**src/sv/rwl_pkg.sv**
```systemverilog
`default_nettype none
// ----------------------------------------------------------------------------
// rwl_pkg
// Codes and fixed widths shared by the reader-writer lock manager.
// ----------------------------------------------------------------------------
package rwl_pkg;

	localparam int REQUESTER_COUNT = 256;
	localparam int REQ_W           = $clog2(REQUESTER_COUNT);
	localparam int RESULT_LIMIT    = 16;
	localparam int BURST_W         = $clog2(RESULT_LIMIT + 1);

	typedef logic [2:0] cmd_t;
	typedef logic [2:0] outcome_t;
	typedef logic [1:0] mode_t;

	localparam cmd_t CMD_LOCK_READ    = 3'd0;
	localparam cmd_t CMD_TRY_READ     = 3'd1;
	localparam cmd_t CMD_LOCK_WRITE   = 3'd2;
	localparam cmd_t CMD_TRY_WRITE    = 3'd3;
	localparam cmd_t CMD_READ_UNLOCK  = 3'd4;
	localparam cmd_t CMD_WRITE_UNLOCK = 3'd5;
	localparam cmd_t CMD_UNLOCK       = 3'd6;
	localparam cmd_t CMD_UPGRADE      = 3'd7;

	localparam outcome_t OC_GRANT    = 3'd0;
	localparam outcome_t OC_QUEUED   = 3'd1;
	localparam outcome_t OC_REFUSED  = 3'd2;
	localparam outcome_t OC_WOKEN    = 3'd3;
	localparam outcome_t OC_RELEASED = 3'd4;
	localparam outcome_t OC_ERROR    = 3'd5;

	localparam mode_t MODE_FREE  = 2'd0;
	localparam mode_t MODE_READ  = 2'd1;
	localparam mode_t MODE_WRITE = 2'd2;

endpackage
`default_nettype wire

```
**src/sv/reader_writer_lock_arbiter.sv**
```systemverilog
`default_nettype none
// the first result passes the decide and load states into the output register, and
//   the read state as well when it names a waiting agent (queue read)
// the sequencer takes one request at a time and accepts no new request until the
//   results of the last are loaded; a write unlock that wakes n readers gives n results
// reset clears lock mode, reader count, queue counts and the fifo head; queue contents
//   are not cleared
// ----------------------------------------------------------------------------
// reader_writer_lock_arbiter
// Reader-writer lock manager with a fifo of waiting readers and a stack of
// waiting writers, handled by a small sequencer one request at a time.
// ----------------------------------------------------------------------------
module reader_writer_lock_arbiter
	import rwl_pkg::*;
#(
	parameter int READ_WAIT_DEPTH  = 16,
	parameter int WRITE_WAIT_DEPTH = 16,
	parameter int MAX_READERS      = 255
) (
	input  wire logic             clk,
	input  wire logic             arst_n,
	input  wire logic             in_valid,
	output logic                  in_ready,
	input  wire logic [2:0]       command,
	input  wire logic [REQ_W-1:0] requester,
	output logic                  out_valid,
	input  wire logic             out_ready,
	output logic      [REQ_W-1:0] target,
	output logic      [2:0]       outcome,
	output logic      [1:0]       prev_state,
	output logic      [7:0]       reader_total,
	output logic                  last
);

	localparam int RA_W      = (READ_WAIT_DEPTH > 1) ? $clog2(READ_WAIT_DEPTH) : 1;
	localparam int RC_W      = $clog2(READ_WAIT_DEPTH + 1);
	localparam int WA_W      = (WRITE_WAIT_DEPTH > 1) ? $clog2(WRITE_WAIT_DEPTH) : 1;
	localparam int WC_W      = $clog2(WRITE_WAIT_DEPTH + 1);
	localparam int RN_W      = $clog2(MAX_READERS + 1);
	localparam int BURST_MAX = (MAX_READERS < RESULT_LIMIT) ? MAX_READERS : RESULT_LIMIT;
	localparam int CMP_W     = (RC_W > BURST_W) ? RC_W : BURST_W;
	localparam int SUM_W     = ((RA_W > RC_W) ? RA_W : RC_W) + 1;

	localparam logic [1:0] S_IDLE   = 2'd0;
	localparam logic [1:0] S_DECIDE = 2'd1;
	localparam logic [1:0] S_READ   = 2'd2;
	localparam logic [1:0] S_LOAD   = 2'd3;

	logic [1:0]       state_q;
	cmd_t             cmd_q;
	logic [REQ_W-1:0] who_q;

	mode_t            mode_q;
	logic [RN_W-1:0]  rcount_q;
	logic [RC_W-1:0]  rwc_q;
	logic [RA_W-1:0]  rhead_q;
	logic [WC_W-1:0]  wwc_q;
	logic [BURST_W-1:0] burst_left_q;

	outcome_t         res_outcome_q;
	mode_t            res_prev_q;
	logic             res_from_ram_q;
	logic             res_rsel_q;

	logic             out_valid_q;
	logic [REQ_W-1:0] target_q;
	outcome_t         outcome_q;
	mode_t            prev_q;
	logic [7:0]       total_q;
	logic             last_q;

	// decision for the request in hand
	mode_t            d_mode;
	logic [RN_W-1:0]  d_rcount;
	logic [RC_W-1:0]  d_rwc;
	logic [WC_W-1:0]  d_wwc;
	outcome_t         d_outcome;
	mode_t            d_prev;
	logic             d_r_push;
	logic             d_w_push;
	logic             d_w_pop;
	logic             d_r_wake;
	logic [BURST_W-1:0] d_n;

	logic             rd_full;
	logic             wr_full;
	logic             rsat;
	logic [CMP_W-1:0] rwc_ext;
	logic [SUM_W-1:0] r_sum;
	logic [SUM_W-1:0] r_wrap;
	logic [RA_W-1:0]  r_push_addr;
	logic [WC_W-1:0]  wwc_dec;
	logic [RA_W-1:0]  rhead_inc;
	logic [RN_W+7:0]  rcount_ext;

	logic             slot_free;
	logic             more;
	logic             r_wr_en;
	logic             w_wr_en;
	logic             r_rd_en;
	logic             w_rd_en;
	logic [REQ_W-1:0] r_rd_data;
	logic [REQ_W-1:0] w_rd_data;
	logic [REQ_W-1:0] res_target;

	assign rd_full = (rwc_q == RC_W'(READ_WAIT_DEPTH));
	assign wr_full = (wwc_q == WC_W'(WRITE_WAIT_DEPTH));
	assign rsat    = (rcount_q >= RN_W'(MAX_READERS));
	assign rwc_ext = CMP_W'(rwc_q);
	assign wwc_dec = wwc_q - 1'b1;

	// fifo tail sits count entries past the head, wrapped once
	assign r_sum       = SUM_W'(rhead_q) + SUM_W'(rwc_q);
	assign r_wrap      = (r_sum >= SUM_W'(READ_WAIT_DEPTH)) ?
		r_sum - SUM_W'(READ_WAIT_DEPTH) : r_sum;
	assign r_push_addr = r_wrap[RA_W-1:0];
	assign rhead_inc   = (rhead_q == RA_W'(READ_WAIT_DEPTH - 1)) ?
		'0 : rhead_q + RA_W'(1);

	always_comb begin
		d_mode    = mode_q;
		d_rcount  = rcount_q;
		d_rwc     = rwc_q;
		d_wwc     = wwc_q;
		d_outcome = OC_ERROR;
		d_prev    = mode_q;
		d_r_push  = 1'b0;
		d_w_push  = 1'b0;
		d_w_pop   = 1'b0;
		d_r_wake  = 1'b0;
		d_n       = (rwc_ext > CMP_W'(BURST_MAX)) ? BURST_W'(BURST_MAX) : BURST_W'(rwc_ext);
		unique case (cmd_q)
			CMD_LOCK_READ, CMD_TRY_READ: begin
				if (mode_q != MODE_WRITE) begin
					if (!rsat) begin
						d_rcount  = rcount_q + RN_W'(1);
						d_mode    = MODE_READ;
						d_outcome = OC_GRANT;
					end
				end else if (cmd_q == CMD_TRY_READ) begin
					d_outcome = OC_REFUSED;
				end else if (!rd_full) begin
					d_r_push  = 1'b1;
					d_rwc     = rwc_q + RC_W'(1);
					d_outcome = OC_QUEUED;
				end
			end
			CMD_LOCK_WRITE, CMD_TRY_WRITE: begin
				if (mode_q == MODE_FREE) begin
					d_mode    = MODE_WRITE;
					d_outcome = OC_GRANT;
				end else if (cmd_q == CMD_TRY_WRITE) begin
					d_outcome = OC_REFUSED;
				end else if (!wr_full) begin
					d_w_push  = 1'b1;
					d_wwc     = wwc_q + WC_W'(1);
					d_outcome = OC_QUEUED;
				end
			end
			CMD_READ_UNLOCK, CMD_WRITE_UNLOCK, CMD_UNLOCK: begin
				if (mode_q == MODE_WRITE && cmd_q != CMD_READ_UNLOCK) begin
					d_prev = MODE_WRITE;
					if (wwc_q != '0) begin
						d_w_pop   = 1'b1;
						d_wwc     = wwc_dec;
						d_outcome = OC_WOKEN;
					end else if (rwc_q != '0) begin
						d_r_wake  = 1'b1;
						d_rwc     = rwc_q - RC_W'(d_n);
						d_rcount  = RN_W'(d_n);
						d_mode    = MODE_READ;
						d_outcome = OC_WOKEN;
					end else begin
						d_mode    = MODE_FREE;
						d_outcome = OC_RELEASED;
					end
				end else if (mode_q == MODE_READ && rcount_q != '0 &&
					cmd_q != CMD_WRITE_UNLOCK) begin
					d_prev   = MODE_READ;
					d_rcount = rcount_q - RN_W'(1);
					if (rcount_q != RN_W'(1)) begin
						d_outcome = OC_RELEASED;
					end else if (wwc_q != '0) begin
						d_w_pop   = 1'b1;
						d_wwc     = wwc_dec;
						d_mode    = MODE_WRITE;
						d_outcome = OC_WOKEN;
					end else begin
						d_mode    = MODE_FREE;
						d_outcome = OC_RELEASED;
					end
				end
			end
			CMD_UPGRADE: begin
				if (mode_q == MODE_READ && rcount_q != '0) begin
					if (rcount_q == RN_W'(1)) begin
						d_rcount  = '0;
						d_mode    = MODE_WRITE;
						d_outcome = OC_GRANT;
					end else if (!wr_full) begin
						d_rcount  = rcount_q - RN_W'(1);
						d_w_push  = 1'b1;
						d_wwc     = wwc_q + WC_W'(1);
						d_outcome = OC_QUEUED;
					end
				end
			end
			default: begin
			end
		endcase
	end

	assign in_ready  = (state_q == S_IDLE);
	assign slot_free = !out_valid_q || out_ready;
	assign more      = (burst_left_q != '0);

	assign r_wr_en = (state_q == S_DECIDE) && d_r_push;
	assign w_wr_en = (state_q == S_DECIDE) && d_w_push;
	assign w_rd_en = (state_q == S_DECIDE) && d_w_pop;
	assign r_rd_en = ((state_q == S_DECIDE) && d_r_wake) ||
		((state_q == S_LOAD) && slot_free && more);

	assign res_target = res_from_ram_q ? (res_rsel_q ? r_rd_data : w_rd_data) : who_q;
	assign rcount_ext = {8'b0, rcount_q};

	rwl_ram #(
		.WIDTH (REQ_W),
		.DEPTH (READ_WAIT_DEPTH)
	) u_read_fifo (
		.clk     (clk),
		.wr_en   (r_wr_en),
		.wr_addr (r_push_addr),
		.wr_data (who_q),
		.rd_en   (r_rd_en),
		.rd_addr (rhead_q),
		.rd_data (r_rd_data)
	);

	rwl_ram #(
		.WIDTH (REQ_W),
		.DEPTH (WRITE_WAIT_DEPTH)
	) u_write_stack (
		.clk     (clk),
		.wr_en   (w_wr_en),
		.wr_addr (wwc_q[WA_W-1:0]),
		.wr_data (who_q),
		.rd_en   (w_rd_en),
		.rd_addr (wwc_dec[WA_W-1:0]),
		.rd_data (w_rd_data)
	);

	always_ff @(posedge clk or negedge arst_n) begin
		if (!arst_n) begin
			state_q      <= S_IDLE;
			mode_q       <= MODE_FREE;
			rcount_q     <= '0;
			rwc_q        <= '0;
			rhead_q      <= '0;
			wwc_q        <= '0;
			burst_left_q <= '0;
			out_valid_q  <= 1'b0;
		end else begin
			if (r_rd_en) begin
				rhead_q <= rhead_inc;
			end
			// in S_LOAD a free slot is refilled below
			if (out_valid_q && out_ready && state_q != S_LOAD) begin
				out_valid_q <= 1'b0;
			end
			unique case (state_q)
				S_IDLE: begin
					if (in_valid) begin
						state_q <= S_DECIDE;
					end
				end
				S_DECIDE: begin
					mode_q       <= d_mode;
					rcount_q     <= d_rcount;
					rwc_q        <= d_rwc;
					wwc_q        <= d_wwc;
					burst_left_q <= d_r_wake ? d_n - BURST_W'(1) : '0;
					state_q      <= (d_r_wake || d_w_pop) ? S_READ : S_LOAD;
				end
				S_READ: begin
					state_q <= S_LOAD;
				end
				S_LOAD: begin
					if (slot_free) begin
						out_valid_q <= 1'b1;
						if (more) begin
							// next woken reader, read issued this cycle
							burst_left_q <= burst_left_q - BURST_W'(1);
							state_q      <= S_READ;
						end else begin
							state_q <= S_IDLE;
						end
					end
				end
				default: begin
					state_q <= S_IDLE;
				end
			endcase
		end
	end

	always_ff @(posedge clk) begin
		if (state_q == S_IDLE && in_valid) begin
			cmd_q <= command;
			who_q <= requester;
		end
		if (state_q == S_DECIDE) begin
			res_outcome_q  <= d_outcome;
			res_prev_q     <= d_prev;
			res_from_ram_q <= d_r_wake || d_w_pop;
			res_rsel_q     <= d_r_wake;
		end
		if (state_q == S_LOAD && slot_free) begin
			target_q  <= res_target;
			outcome_q <= res_outcome_q;
			prev_q    <= res_prev_q;
			total_q   <= rcount_ext[7:0];
			last_q    <= !more;
		end
	end

	assign out_valid    = out_valid_q;
	assign target       = target_q;
	assign outcome      = outcome_q;
	assign prev_state   = prev_q;
	assign reader_total = total_q;
	assign last         = last_q;

`ifndef SYNTHESIS
	a_read_count_bound: assert property (@(posedge clk) disable iff (!arst_n)
		rwc_q <= RC_W'(READ_WAIT_DEPTH))
		else $error("reader queue count beyond depth");

	a_write_count_bound: assert property (@(posedge clk) disable iff (!arst_n)
		wwc_q <= WC_W'(WRITE_WAIT_DEPTH))
		else $error("writer stack count beyond depth");

	a_reader_bound: assert property (@(posedge clk) disable iff (!arst_n)
		rcount_q <= RN_W'(MAX_READERS))
		else $error("reader count beyond limit");

	a_mode_vs_readers: assert property (@(posedge clk) disable iff (!arst_n)
		(mode_q == MODE_READ) == (rcount_q != '0))
		else $error("reading mode and reader count disagree");

	a_burst_only_reading: assert property (@(posedge clk) disable iff (!arst_n)
		(burst_left_q != '0) |-> (mode_q == MODE_READ && res_rsel_q))
		else $error("reader wake burst outside reading mode");
`endif

endmodule
`default_nettype wire

```
**src/sv/rwl_ram.sv**
```systemverilog
`default_nettype none
// ----------------------------------------------------------------------------
// rwl_ram
// Generic single write port, single read port RAM with registered read data.
// ----------------------------------------------------------------------------
module rwl_ram #(
	parameter int WIDTH = 8,
	parameter int DEPTH = 16,
	localparam int ADDR_W = (DEPTH > 1) ? $clog2(DEPTH) : 1
) (
	input  wire logic              clk,
	input  wire logic              wr_en,
	input  wire logic [ADDR_W-1:0] wr_addr,
	input  wire logic [WIDTH-1:0]  wr_data,
	input  wire logic              rd_en,
	input  wire logic [ADDR_W-1:0] rd_addr,
	output logic      [WIDTH-1:0]  rd_data
);

	logic [WIDTH-1:0] mem_q [DEPTH];

	always_ff @(posedge clk) begin
		if (wr_en) begin
			mem_q[wr_addr] <= wr_data;
		end
		if (rd_en) begin
			rd_data <= mem_q[rd_addr];
		end
	end

endmodule
`default_nettype wire

```
**config.mk**
```make
export PLATFORM = sky130hd
export DESIGN_NAME = reader_writer_lock_arbiter
export DESIGN_NICKNAME = d
export VERILOG_FILES = /design/src/sv/rwl_pkg.sv /design/src/sv/reader_writer_lock_arbiter.sv /design/src/sv/rwl_ram.sv
export SDC_FILE = /design/constraint.sdc
export NUM_CORES = 1
export LEC_CHECK = 0
export BUFFER_PORTS_ARGS = -buffer_cell sky130_fd_sc_hd__buf_4
export CAP_MARGIN = 30
export CORE_MARGIN = 8
export CORE_UTILIZATION = 50
export CTS_BUF_LIST = sky130_fd_sc_hd__clkbuf_8 sky130_fd_sc_hd__clkbuf_16
export DETAILED_ROUTE_END_ITERATION = 10
export GPL_ROUTABILITY_DRIVEN = 0
export PLACE_DENSITY_LB_ADDON = 0.3
export SYNTH_ARGS = -nofsm -noshare
export SYNTH_HDL_FRONTEND = slang
export SYNTH_HIERARCHICAL = 1
export SYNTH_SLANG_ARGS = --single-unit
```
**constraint.sdc**
```tcl
create_clock -name clk -period 5.6 [get_ports clk]
set_input_delay 1.4 -clock clk [delete_from_list [all_inputs] [get_ports clk]]
set_output_delay 1.4 -clock clk [all_outputs]
set_load 0.05 [all_outputs]
```
==> results of run 1 <==
worst max-delay path by stage:
stage                           endpoint  slack (ps)        start  depth (start not counted)
2_1_floorplan  u_write_stack/mem_q[0][0]        2510  rcount_q[1]                          9
3_3_place_gp   u_write_stack/mem_q[0][2]        2110     cmd_q[2]                          8
3_5_place_dp   u_write_stack/mem_q[0][1]        2050     cmd_q[2]                          8
4_1_cts        u_write_stack/mem_q[0][1]        2000     cmd_q[2]                          8
5_1_grt        u_write_stack/mem_q[0][2]        1720     cmd_q[2]                          8
6_report       u_write_stack/mem_q[0][1]        1930     cmd_q[2]                          8
routing by layer:
| layer | up-vias | global-route usage |
|---|---|---|
| li1 | 3669 | - |
| met1 | 4179 | 0.2268 |
| met2 | 292 | 0.2827 |
| met3 | 50 | 0.02916 |
| met4 | 0 | 0.06000 |
| met5 | - | 0 |
final cells by class:
type | count | share of cell area
clock buffer | 38 | 0.05592
clock inverter | 27 | 0.01492
inverter | 21 | 0.004748
multi-input combinational | 479 | 0.2535
sequential | 344 | 0.6127
tap | 390 | 0.02939
timing repair buffer | 61 | 0.02887
report_power, final:
group	leakage (nW)	switching, mW	internal [mW]	total (mW)
clock network	0.578	0.971	1.36	2.33
registers	3.22	0.226	3.09	3.32
logic	1.92	1.55	0.989	2.54
total	5.72	2.75	5.44	8.19
worst max-delay path, cell delays in order (launching register included):
cell	delay (ps)
edfxtp_1	690
clkinv_1	440
nand2_1	160
nor2_1	130
a21oi_1	60
nor4_1	290
buf_4	200
or3b_2	490
nor3_1	820
sequential cells by signal, indices dropped and copies added, names as in the netlist, 3 cells and up:
name	cells
u_read_fifo/mem_q	128
outcome	3
u_write_stack/rd_data	8
rhead_q	4
rcount_q	8
target	8
wwc_q	5
rwc_ext	5
u_write_stack/mem_q	128
burst_left_q	5
cmd_q	3
u_read_fifo/rd_data	8
reader_total	8
res_outcome_q	3
who_q	8
per-stage QoR:
step | worst slack [ps] | hold WS, ps | utilization
5_1_grt | 1715 | 431.9 | 0.5661
3_3_place_gp | 2112 | 405.2 | 0.5245
4_1_cts | 2003 | 424.8 | 0.5658
2_1_floorplan | 2514 | 400.3 | -
3_5_place_dp | 2053 | 409.9 | 0.5256
6_report | 1930 | 422.6 | 0.5661
cell families after synthesis:
kind of cell / share of synthesized area
AO/OA/AOI/OAI: 0.06954
XOR/XNOR: 0.01070
adder cells (fa/ha/maj): 0.01851
buffers and inverters: 0.02479
flip-flops: 0.6902
multiplexers: 0.1156
AND/OR/NAND/NOR: 0.07065
cells in the final DEF (no fill, tap or decap), types with 31 or more instances in the layout:
master     Yosys  final
buf_4          2     58
nor2_1        66     66
nand2_1       41     41
a21oi_1       32     32
clkbuf_16      0     36
edfxtp_1     312    312
o21ai_0       31     31
mux4_2        36     36
a22oi_1       33     33
dfrtp_1       32     31
==> impl_metrics.tcl, run 1 <==
set metrics [dict create \
    status "completed" \
    numCtsBuffers 36 \
    multi_input_area_mm2 0.004208 \
    cts-resized-gates 0 \
    reg2reg_depth 8 \
    final_nets 977 \
    htreeDepth 2 \
    drt_iter0_drc 919 \
    critPathLaunchType "flop" \
    ys_ff_latch 344 \
    crit_path_end_kind "flop" \
    insertion_delay_ps 520 \
    num_rows 63 \
    cts_tree "built" \
    yosysTopAreaCell "edfxtp_1" \
    netlist_area_mm2 0.01474 \
    worstHoldStart "res_outcome_q[2]" \
    finClkSkew_ps 16.89 \
    dr_wl_met2_mm 15.23 \
    synth.avg_cell_area_um2 16.56 \
    cp.required_ps 5750 \
    grt_pass1_vias 8074 \
    synth_nets 924 \
    die_y_um 187.7 \
    power_density_mw_per_mm2 493.1 \
    cts_hold_buf 0 \
    fin_cells 1360 \
    routed_wl_mm 30.36 \
    ys.flop_type "edfxtp_1" \
    synthCells 890 \
    highest_layer "met4" \
    register_area_mm2 0.01017 \
    ys_top_cells_by_area "edfxtp_1, mux4_2, dfrtp_1" \
    ys_seq_area_frac 0.6902 \
    r2r-end "u_write_stack/mem_q[0][1]" \
    grt_usage 0.1710 \
    overflow 0 \
    pin_count 39 \
    wl_met3_mm 1.852 \
    max_slew_margin 0.2894 \
    period_needed_ps 3670 \
    hold_class "flop to flop" \
    layout-drive-gt1-share 0.1773 \
    final_cell_area_mm2 0.01660 \
    core_area_mm2 0.02932 \
    start_util 0.5025 \
    dpl.hpwl_mm 18.79 \
    async_flop_share 0.09302 \
    io_buffers 38 \
    grt_max_degree 39 \
    cts_sinks 344 \
    cts_root_buf "clkbuf_16" \
    drv_slew 0 \
    yosysUniqueCellTypes 72 \
    setup_tns_ps 0 \
    post-place-cells 1294 \
    critPathArrivalTime_ps 3820 \
    grt_pass1_wl_mm 46.56 \
    power.leakage_nw 5.719 \
    hold_depth 0 \
    die_width_um 187.7 \
    fin_crit_sh 0.6553 \
    finalHoldViolations 0 \
    vias 8190 \
    rrSetupSlack_ps 1930 \
    clk_pin_slew_ps 60 \
    area_growth_pct 12.66 \
    clockBufferDepth 3 \
    dieArea_mm2 0.03522 \
    drt-wirelength-per-cell_um 22.32 \
    nFillCells 2252 \
    drv_cap 0 \
    wl_met1_mm 12.45 \
    synth_edf_count 312 \
    synthTopCellsByCount "edfxtp_1, nor2_1, nand2_1, mux4_2, a22oi_1" \
    drtAntennaViolNets 0 \
    power_mw 8.186 \
    setup_viol 0 \
    crit_type "flop to flop" \
    cts_setup_buffers 0 \
    drc 0 \
    worst-path-max-fanout 23 \
    vdd_drop_max_mv 0.2226 \
    synth_top_area_frac 0.6358 \
    reg2reg_from "cmd_q[2]" \
    antenna_found_initial 0 \
    vias_per_cell 6.022 \
    ys_warn_count 6 \
    post-synth-top-count-cell "edfxtp_1" \
    max_freq_ghz 0.2725 \
    dr.pass1.iters 5 \
    holdPathEnd "outcome[2]" \
    rsz0062_at_grt "no" \
    antenna_cells 0 \
    dpl-instance-area_mm2 0.01541 \
    tightest_slew_ps 1058 \
]
No activity file was read; power rests on OpenSTA's default activity.
==> run 2: changes to the inputs <==
==> constraint.sdc (replaced) <==
create_clock -name clk -period 3 [get_ports clk]
set_input_delay 0.75 -clock clk [delete_from_list [all_inputs] [get_ports clk]]
set_output_delay 0.75 -clock clk [all_outputs]
set_load 0.05 [all_outputs]
==> impl_metrics.tcl, run 2 (synthesis results as in run 1) <==
set metrics [dict create \
    grt_usage 0.1740 \
    vias_per_cell 5.951 \
    grt_pass1_vias 8147 \
    setup_viol 0 \
    area_growth_pct 14.37 \
    mostFrequentLayoutCell "edfxtp_1" \
    drv_cap 0 \
    antenna_found_initial 0 \
    rsz0062_at_grt "no" \
    hold-worst-slack_ps 189.0 \
    final_cell_mix "edfxtp_1, buf_4, nor2_1" \
    cp.required_ps 3220 \
    htreeDepth 2 \
    dpl.hpwl_mm 20.17 \
    critPathMostFrequentCell "nor2_1" \
    dieArea_mm2 0.03522 \
    power.leakage_nw 5.928 \
    vias 8338 \
    routed_wl_mm 30.85 \
    nFillCells 2220 \
    max_freq_ghz 0.3660 \
    fin_crit_sh 0.9107 \
    path_cells "ha_1 -> or4b_4 -> nor2_1 -> nor2_1 -> a21oi_1 -> nor4_1 -> buf_4 -> or3b_2 -> nor2_1 -> buf_4" \
    finClkSkew_ps 16.14 \
    vdd_drop_max_mv 0.3779 \
    finalHoldViolations 0 \
    drc 0 \
    cts-resized-gates 0 \
    cp_slowest_cell "or3b_2" \
    cts_sinks 344 \
    numCtsBuffers 35 \
    core_area_mm2 0.02932 \
    drtAntennaViolNets 0 \
    tightest_slew_ps 908.0 \
    crit_path_end_kind "flop" \
    final_nets 1023 \
    critPathLaunchType "flop" \
    register_area_mm2 0.01017 \
    overflow 0 \
    multi_input_area_mm2 0.004213 \
    drt_iter0_drc 829 \
    drt-wirelength-per-cell_um 22.02 \
    cts_hold_buf 0 \
    hold_class "primary input to async pin" \
    io_buffers 38 \
    cts_tree "built" \
    die_y_um 187.7 \
    cts_root_buf "clkbuf_16" \
    drv_slew 0 \
    cts_setup_buffers 0 \
    max_stage_delay_ps 500 \
    antenna_cells 0 \
    start_util 0.5025 \
    layout-drive-gt1-share 0.2067 \
    dr.pass1.iters 7 \
    critPathArrivalTime_ps 2950 \
    clockBufferDepth 3 \
    die_width_um 187.7 \
    period_needed_ps 2732 \
    insertion_delay_ps 510 \
    num_rows 63 \
    worst-path-buf-inv 2 \
    grt_max_degree 38 \
    grt_pass1_wl_mm 47.84 \
    max_slew_margin 0.3940 \
    clk_pin_slew_ps 60 \
    crit_type "flop to flop" \
    setup_tns_ps 0 \
    pin_count 39 \
    path_delay_family "simple AND/OR/NAND/NOR gates" \
    worst-path-max-fanout 9 \
    power_density_mw_per_mm2 890.4 \
    largestRegisters "u_read_fifo/mem_q x128, u_write_stack/mem_q x128" \
    status "completed" \
]
run 2: where the power goes:
part / switching (mW) / total (mW) / internal, mW
clock network: 1.69 / 4.04 / 2.35
registers: 0.397 / 6.17 / 5.77
logic: 2.88 / 4.80 / 1.91
run 2: area by class of cell:
| class | count | share of cell area |
|---|---|---|
| Tap cell | 390 | 0.02896 |
| Clock inverter | 23 | 0.01010 |
| Timing Repair Buffer | 108 | 0.04930 |
| Clock buffer | 36 | 0.05346 |
| Sequential cell | 344 | 0.6035 |
| Multi-Input combinational cell | 479 | 0.2500 |
| Inverter | 21 | 0.004677 |
run 2: worst paths after layout:
| path | start | endpoint | slack, ps | cells after the start |
|---|---|---|---|---|
| max in group asynchronous | arst_n | rhead_q[0] | 2450 | 1 |
| min | arst_n | rcount_q[4] | 190 | 1 |
| max reg2reg | rcount_q[0] | u_write_stack/mem_q[1][5] | 270 | 10 |
| min in group clk | res_prev_q[1] | prev_state[1] | 420 | 0 |
| min reg2reg | res_prev_q[1] | prev_state[1] | 420 | 0 |
| max | rcount_q[0] | u_write_stack/mem_q[1][5] | 270 | 10 |
run 2: worst reg2reg max path, cell delays in order (launching register included):
cell     delay (ps)
dfrtp_1         460
ha_1            240
or4b_4          220
nor2_1           60
nor2_1          110
a21oi_1          80
nor4_1          270
buf_4           200
or3b_2          510
nor2_1          120
buf_4           180
run 2: metrics by stage:
step	cells	utilization	power [mW]	setup slack (ps)	cell area (um^2)
floorplan	890	-	9.775	99.59	14740
global placement	1341	0.5377	10.97	330.3	15770
detailed placement	1341	0.5377	11.01	310.2	15770
CTS	1400	0.5742	15.07	297.9	16840
global route	1401	0.5747	15.72	145.8	16850
finish	1401	0.5747	15.00	268.0	16850
run 2: layer usage:
layer	vias up	GRT usage	routed length, um
li1	3757	-	-
met5	-	0	0
met2	310	0.2868	14990
met1	4204	0.2359	13060
met3	67	0.03269	2068
met4	0	0.04515	736
